### src/rtl/tkhc_pkg.sv
package tkhc_pkg;

  localparam int OP_W    = 1;
  localparam int SLOT_W  = 5;
  localparam int FIELD_W = 16;
  localparam int KEY_W   = 5;

  localparam logic [OP_W-1:0] OP_WRITE    = 1'b0;
  localparam logic [OP_W-1:0] OP_CLASSIFY = 1'b1;

endpackage

### src/rtl/touch_key_hit_classifier_top.sv
// Touch key hit classifier.
// Input channel (in_valid / in_stall) carries one word per item. A write word
// (in_opcode = write) stores a key rectangle at in_key_slot; slots at or
// above NUM_KEYS are dropped. A classify word brings a touch point and
// gives one result word on the output channel (out_valid / out_stall): the
// lowest key whose closed rectangle holds the point with out_touched_inside
// set, else the key with the nearest centre, lowest index on ties.
// The rectangles sit in a table with one write port and one read port, read
// once per cycle; a classify walks all NUM_KEYS entries through a four-stage
// compare pipeline, and the next word can be taken in the cycle in which the
// result appears. A write does not raise in_stall.
// in_stall is high while a classify is in progress. The result sits in an
// output register; while the receiver stalls, further writes are still taken
// and a following classify runs its scan but holds its result until the
// register frees. Reset clears the control and output valid but not the
// rectangle table: a key must be written before any classify reads it.
module touch_key_hit_classifier_top #(
  parameter int NUM_KEYS   = 26,
  parameter int COORD_BITS = 16
) (
  input  logic                        clk,
  input  logic                        rst_n,
  input  logic                        in_valid,
  output logic                        in_stall,
  input  logic [tkhc_pkg::OP_W-1:0]   in_opcode,
  input  logic [tkhc_pkg::SLOT_W-1:0] in_key_slot,
  input  logic [tkhc_pkg::FIELD_W-1:0] in_left_edge,
  input  logic [tkhc_pkg::FIELD_W-1:0] in_right_edge,
  input  logic [tkhc_pkg::FIELD_W-1:0] in_top_edge,
  input  logic [tkhc_pkg::FIELD_W-1:0] in_bottom_edge,
  input  logic [tkhc_pkg::FIELD_W-1:0] in_point_x,
  input  logic [tkhc_pkg::FIELD_W-1:0] in_point_y,
  output logic                        out_valid,
  input  logic                        out_stall,
  output logic [tkhc_pkg::KEY_W-1:0]  out_chosen_key,
  output logic                        out_touched_inside
);

  localparam int IDX_W = $clog2(NUM_KEYS);
  localparam int C     = COORD_BITS;
  localparam int ENT_W = 4 * C;
  localparam int A_W   = C + 1;
  localparam int SQ_W  = 2 * A_W;
  localparam int D_W   = SQ_W + 1;
  localparam int SE_W  = IDX_W + tkhc_pkg::SLOT_W;
  localparam int FE_W  = C + tkhc_pkg::FIELD_W;
  localparam int KE_W  = IDX_W + tkhc_pkg::KEY_W;
  localparam logic [IDX_W-1:0] LAST_IDX = IDX_W'(NUM_KEYS - 1);

  typedef enum logic [1:0] {ST_IDLE, ST_SCAN, ST_FIN} state_t;

  state_t state_r;
  logic   issue_r;
  logic [IDX_W-1:0] cnt_r;
  logic   out_valid_r;
  logic [tkhc_pkg::KEY_W-1:0] out_key_r;
  logic   out_in_r;

  logic [ENT_W-1:0] key_mem [NUM_KEYS];
  logic [ENT_W-1:0] rdata_r;

  logic accept, do_write, start;
  logic [SE_W-1:0] slot_ext;
  logic            slot_ok;
  logic [FE_W-1:0] l_ext, r_ext, t_ext, b_ext, x_ext, y_ext;
  logic [C-1:0]    px_r, py_r;

  logic             rd_v_r, rd_last_r;
  logic [IDX_W-1:0] rd_idx_r;
  logic             s1_v_r, s1_last_r, s1_in_r;
  logic [IDX_W-1:0] s1_idx_r;
  logic [A_W-1:0]   s1_ax_r, s1_ay_r;
  logic             s2_v_r, s2_last_r, s2_in_r;
  logic [IDX_W-1:0] s2_idx_r;
  logic [SQ_W-1:0]  s2_sx_r, s2_sy_r;
  logic [D_W-1:0]   best_d_r;
  logic [IDX_W-1:0] best_idx_r, hit_idx_r;
  logic             hit_r;

  logic [C-1:0]   e_l, e_r, e_t, e_b;
  logic [A_W-1:0] sum_x, sum_y, dbl_x, dbl_y, abs_x, abs_y;
  logic           pt_hit;
  logic [D_W-1:0] d_cur;
  logic [KE_W-1:0] key_ext;
  logic            out_free;

  assign accept   = in_valid && !in_stall;
  assign do_write = accept && (in_opcode == tkhc_pkg::OP_WRITE);
  assign start    = accept && (in_opcode == tkhc_pkg::OP_CLASSIFY);
  assign in_stall = (state_r != ST_IDLE);

  assign slot_ext = {{IDX_W{1'b0}}, in_key_slot};
  assign slot_ok  = slot_ext < SE_W'(NUM_KEYS);
  assign l_ext    = {{C{1'b0}}, in_left_edge};
  assign r_ext    = {{C{1'b0}}, in_right_edge};
  assign t_ext    = {{C{1'b0}}, in_top_edge};
  assign b_ext    = {{C{1'b0}}, in_bottom_edge};
  assign x_ext    = {{C{1'b0}}, in_point_x};
  assign y_ext    = {{C{1'b0}}, in_point_y};

  // rectangle table
  always_ff @(posedge clk) begin
    if (do_write && slot_ok) begin
      key_mem[slot_ext[IDX_W-1:0]] <= {l_ext[C-1:0], r_ext[C-1:0],
                                       t_ext[C-1:0], b_ext[C-1:0]};
    end
    rdata_r <= key_mem[cnt_r];
  end

  assign e_l = rdata_r[4*C-1:3*C];
  assign e_r = rdata_r[3*C-1:2*C];
  assign e_t = rdata_r[2*C-1:C];
  assign e_b = rdata_r[C-1:0];

  always_comb begin
    pt_hit = (e_l <= px_r) && (e_r >= px_r) && (e_t <= py_r) && (e_b >= py_r);
    sum_x  = {1'b0, e_l} + {1'b0, e_r};
    sum_y  = {1'b0, e_t} + {1'b0, e_b};
    dbl_x  = {px_r, 1'b0};
    dbl_y  = {py_r, 1'b0};
    abs_x  = (dbl_x >= sum_x) ? (dbl_x - sum_x) : (sum_x - dbl_x);
    abs_y  = (dbl_y >= sum_y) ? (dbl_y - sum_y) : (sum_y - dbl_y);
    d_cur  = {1'b0, s2_sx_r} + {1'b0, s2_sy_r};
  end

  // compare pipeline: read, distance terms, squares, running best
  always_ff @(posedge clk) begin
    if (!rst_n) begin
      rd_v_r <= 1'b0;
      s1_v_r <= 1'b0;
      s2_v_r <= 1'b0;
    end else begin
      rd_v_r <= issue_r;
      s1_v_r <= rd_v_r;
      s2_v_r <= s1_v_r;
    end
    if (start) begin
      px_r <= x_ext[C-1:0];
      py_r <= y_ext[C-1:0];
    end
    rd_last_r <= (cnt_r == LAST_IDX);
    rd_idx_r  <= cnt_r;
    s1_last_r <= rd_last_r;
    s1_idx_r  <= rd_idx_r;
    s1_in_r   <= pt_hit;
    s1_ax_r   <= abs_x;
    s1_ay_r   <= abs_y;
    s2_last_r <= s1_last_r;
    s2_idx_r  <= s1_idx_r;
    s2_in_r   <= s1_in_r;
    s2_sx_r   <= {{A_W{1'b0}}, s1_ax_r} * {{A_W{1'b0}}, s1_ax_r};
    s2_sy_r   <= {{A_W{1'b0}}, s1_ay_r} * {{A_W{1'b0}}, s1_ay_r};
    if (start) begin
      hit_r <= 1'b0;
    end else if (s2_v_r) begin
      if (!hit_r && s2_in_r) begin
        hit_r     <= 1'b1;
        hit_idx_r <= s2_idx_r;
      end
      if ((s2_idx_r == '0) || (d_cur < best_d_r)) begin
        best_d_r   <= d_cur;
        best_idx_r <= s2_idx_r;
      end
    end
  end

  assign key_ext  = {{tkhc_pkg::KEY_W{1'b0}}, (hit_r ? hit_idx_r : best_idx_r)};
  assign out_free = !out_valid_r || !out_stall;

  always_ff @(posedge clk) begin
    if (!rst_n) begin
      state_r     <= ST_IDLE;
      issue_r     <= 1'b0;
      cnt_r       <= '0;
      out_valid_r <= 1'b0;
    end else begin
      if ((state_r == ST_FIN) && out_free) begin
        out_valid_r <= 1'b1;
      end else if (!out_stall) begin
        out_valid_r <= 1'b0;
      end
      case (state_r)
        ST_IDLE: begin
          if (start) begin
            state_r <= ST_SCAN;
            issue_r <= 1'b1;
            cnt_r   <= '0;
          end
        end
        ST_SCAN: begin
          if (issue_r) begin
            if (cnt_r == LAST_IDX) begin
              issue_r <= 1'b0;
            end else begin
              cnt_r <= cnt_r + IDX_W'(1);
            end
          end
          if (s2_v_r && s2_last_r) begin
            state_r <= ST_FIN;
          end
        end
        ST_FIN: begin
          if (out_free) begin
            out_key_r   <= key_ext[tkhc_pkg::KEY_W-1:0];
            out_in_r    <= hit_r;
            state_r     <= ST_IDLE;
          end
        end
        default: begin
          state_r <= ST_IDLE;
        end
      endcase
    end
  end

  assign out_valid          = out_valid_r;
  assign out_chosen_key     = out_key_r;
  assign out_touched_inside = out_in_r;

endmodule

### config.mk
export PLATFORM = sky130hd
export DESIGN_NAME = touch_key_hit_classifier_top
export DESIGN_NICKNAME = d
export VERILOG_FILES = /design/src/rtl/tkhc_pkg.sv /design/src/rtl/touch_key_hit_classifier_top.sv
export SDC_FILE = /design/constraint.sdc
export NUM_CORES = 2
export LEC_CHECK = 0
export ABC_AREA = 1
export BUFFER_PORTS_ARGS = -buffer_cell sky130_fd_sc_hd__buf_2
export CAP_MARGIN = 30
export CELL_PAD_IN_SITES_DETAIL_PLACEMENT = 1
export CELL_PAD_IN_SITES_GLOBAL_PLACEMENT = 1
export CORE_ASPECT_RATIO = 0.8
export CORE_UTILIZATION = 51
export DETAILED_ROUTE_END_ITERATION = 7
export PLACE_DENSITY = 0.82
export SLEW_MARGIN = 15
export SYNTH_ARGS = -nofsm -noshare
export SYNTH_HDL_FRONTEND = slang
export SYNTH_SLANG_ARGS = --single-unit
### constraint.sdc
create_clock -name clk -period 7.67 [get_ports clk]
set_input_delay 0.3835 -clock clk [delete_from_list [all_inputs] [get_ports clk]]
set_output_delay 0.3835 -clock clk [all_outputs]
set_load 0.05 [all_outputs]
==> out/results.txt <==
run status = completed
area of the core = 195200 µm²
Yosys cell types = 44
clock sinks = 1944
Synth Warn # = 0
first-pass GRT wire length = 476700 µm
prevailing post-synth register cell = edfxtp_1
Residual DRC = 0
number of hold-repair buffers added at the cts stage = 92
Starting Density = 51.33%
fill cell count = 20930
floorplan row count = 145
Worst-Margin Slew = 1.214 ns
share of synthesized registers carrying an async set or reset = 0%
TritonCTS clock tree = done
synthesized instance count = 9671
port buffer count = 113
Hold Path Stages = 1
smallest hold slack = 0.04842 ns
# H-tree levels = 4
end point of the worst hold path = key_mem[22][48]
non-filler instance count after layout = 12460
Post-Route Setup TNS = 0 ns
violation count after the first detailed-routing iteration = 7290
post-route antenna net violation count = 0
DRT Pass-1 Iters = 6
Placed Instances = 12000
overall die height = 398.5 µm
data arrival time of the critical path = 6.85 ns
library cell with the largest summed area after synthesis = edfxtp_1
proportion of netlist area held by the largest area contributor = 52.36%
buffer depth of the longest clock path = 3
relative max-transition margin = 19.03%
maximum number of pins on one net before global-route repair = 216
final routed wirelength across all metal layers = 315900 µm
Clk Latency, worst-skew pair = 0.88 ns
Final Skew = 0.05968 ns
unrepaired setup endpoints after global routing = false
crit path kind = flip-flop to flip-flop
sequential-to-total area share from yosys stat = 56.29%
most frequent cell after synthesis = nand2_1
final number of setup-violating endpoints = 0
vias in the first global route = 78770
routed len/inst = 25.36 µm
Worst Setup End Kind = flip-flop
detailed-route via count = 73360
number of register bits inferred by synthesis = 1944
Chip Width = 497.6 µm
I/O pin count = 114
final core utilization = 56.64%
worst-path maximum fanout = 17
source of the worst register-to-register timing path = s1_ay_r[4]
mean instance size in the synthesized netlist = 10.36 µm²
number of slew-limit violations in the final report = 0
Post-layout nets = 10650
final period utilization = 81.12%
min Tclk post-route = 6.222 ns
kind of launch point of the worst setup path = flip-flop
total routing resource utilization after global routing = 31.75%
count of maximum capacitance violations = 0
CTS Buf Count = 187
worst reg2reg path depth = 18
count of flip-flops with a built-in enable after synthesis = 1747
Synth Net Count = 10610
data required time of the worst path = 8.30 ns
Reg clk slew, reported paths = 0.07 ns
Area Growth Syn to Fin = 10.36%
top post-synthesis cells by area = edfxtp_1 (52%), fa_1 (7.7%), nand2_1 (6.8%), ha_1 (5.6%), nor2_1 (4.8%)
post-CTS setup-driven buffer insertion count = 0
routability congestion estimate = 0.9158
most common library cells after synthesis = nand2_1 (1820), edfxtp_1 (1747), nor2_1 (1287)
final HPWL from detailed placement = 198300 µm
f_max = 0.1607 GHz
Worst R2R Setup Slack = 1.45 ns
overall die area = 198300 µm²
global-route congestion overflow total = 0
hold violation count in the final report = 0
share of cells above drive strength 1 = 5.794%
critical register-to-register path endpoint = s2_sy_r[17]
hold crit path type = primary input to flip-flop
Min-Delay Startpoint = in_left_edge[0]
number of cells upsized or downsized after cts = 0
post-synthesis instance area = 100200 µm²
antenna violations before repair = 20
via/cell ratio = 5.889
clock tree root driver cell = clkbuf_16
-- cells in the final DEF (no fill, tap or decap), types with 13 or more instances in the layout --
master         instances
nor2_4                27
o21ai_0              751
clkinv_1              25
inv_1               1134
o21bai_1              17
xnor2_1               22
o22ai_1               41
ha_1                 446
buf_2                113
a21oi_1              369
nor3_1                39
nand3_1              244
clkinv_16             13
clkinv_2              26
nand4_1               37
fa_1                 386
o21ai_1              196
clkbuf_16            188
edfxtp_1            1747
dlygate4sd3_1         92
o21a_1                13
clkbuf_1              55
nor2_1              1260
buf_4                 54
buf_12                22
o211ai_1             262
xor2_1               113
or2_2                 42
dfxtp_1              193
nand2_1             1820
clkbuf_8              15
-- kinds of logic after synthesis --
logic type | Yosys count | share of synthesized area (%)
buffers and inverters | 1589 | 6.277
multiplexers | 5 | 0.05619
adder cells (fa/ha/maj) | 832 | 13.28
AND/OR/NAND/NOR | 3488 | 13.67
XOR/XNOR | 135 | 1.180
flip-flops | 1944 | 56.29
AO/OA/AOI/OAI | 1678 | 9.240
-- cell type report --
type	count	area, µm²	area share, %
tap	2572	3218	2.910
antenna	11	27.53	0.02489
clock inverter	92	1104	0.9980
multi-input combinational	6138	37720	34.11
sequential	1944	56420	51.02
clock buffer	258	5117	4.628
inverter	1149	4335	3.921
timing repair buffer	292	2635	2.383
-- how the worst max path moves through the flow --
stage / startpoint / to / slack [ns] / cells past startpoint
after floorplan: s1_ay_r[7] / s2_sy_r[32] / 2.28 / 24
after global placement: s1_ay_r[7] / s2_sy_r[17] / 1.86 / 18
after detailed placement: s1_ay_r[4] / s2_sy_r[17] / 1.60 / 18
after CTS: s1_ay_r[4] / s2_sy_r[17] / 1.54 / 18
after global routing: s1_ax_r[7] / s2_sx_r[18] / 1.31 / 20
final: s1_ay_r[4] / s2_sy_r[17] / 1.45 / 18
-- stage by stage --
stage	worst slack, ns	area (µm²)
floorplan	2.275	100200
global route	1.311	110600
CTS	1.539	110500
global placement	1.856	103000
detailed placement	1.603	103300
finish	1.448	110600
-- routing by layer --
layer	vias to the layer above	wire, µm	track usage (%)
li1	32380	-	-
met1	37230	127200	41.52
met2	3050	152700	53.49
met3	696	23600	4.720
met4	6	12320	12.33
met5	-	37	0
-- flip-flops by register name (all words and copies together), names as in the netlist, 2 cells and up --
register and flops:
s2_sy_r 33, s1_ay_r 17, key_mem 1664, out_chosen_key 5, cnt_r 5, best_idx_r 5, s2_idx_r 5, py_r 16
s2_sx_r 33, s1_idx_r 5, px_r 16, hit_idx_r 5, s1_ax_r 17, rdata_r 64, state_r 2, best_d_r 35
rd_idx_r 5
-- worst max-delay path: stages, from the launching register on --
cell and delay (ns):
dfxtp_1 0.90, nand2_1 0.23, fa_1 0.60, inv_1 0.07, fa_1 0.54, inv_1 0.06, fa_1 0.38, inv_1 0.08
fa_1 0.44, fa_1 0.63, inv_1 0.07, fa_1 0.47, inv_1 0.04, ha_1 0.36, nand2_1 0.14, nor2_1 0.25
nand3_1 0.11, nand2_1 0.16, xor2_1 0.46
Power is left out: the tool's default activity adds up to more than one toggle a clock period on the data nets, which glitch-free logic cannot reach.
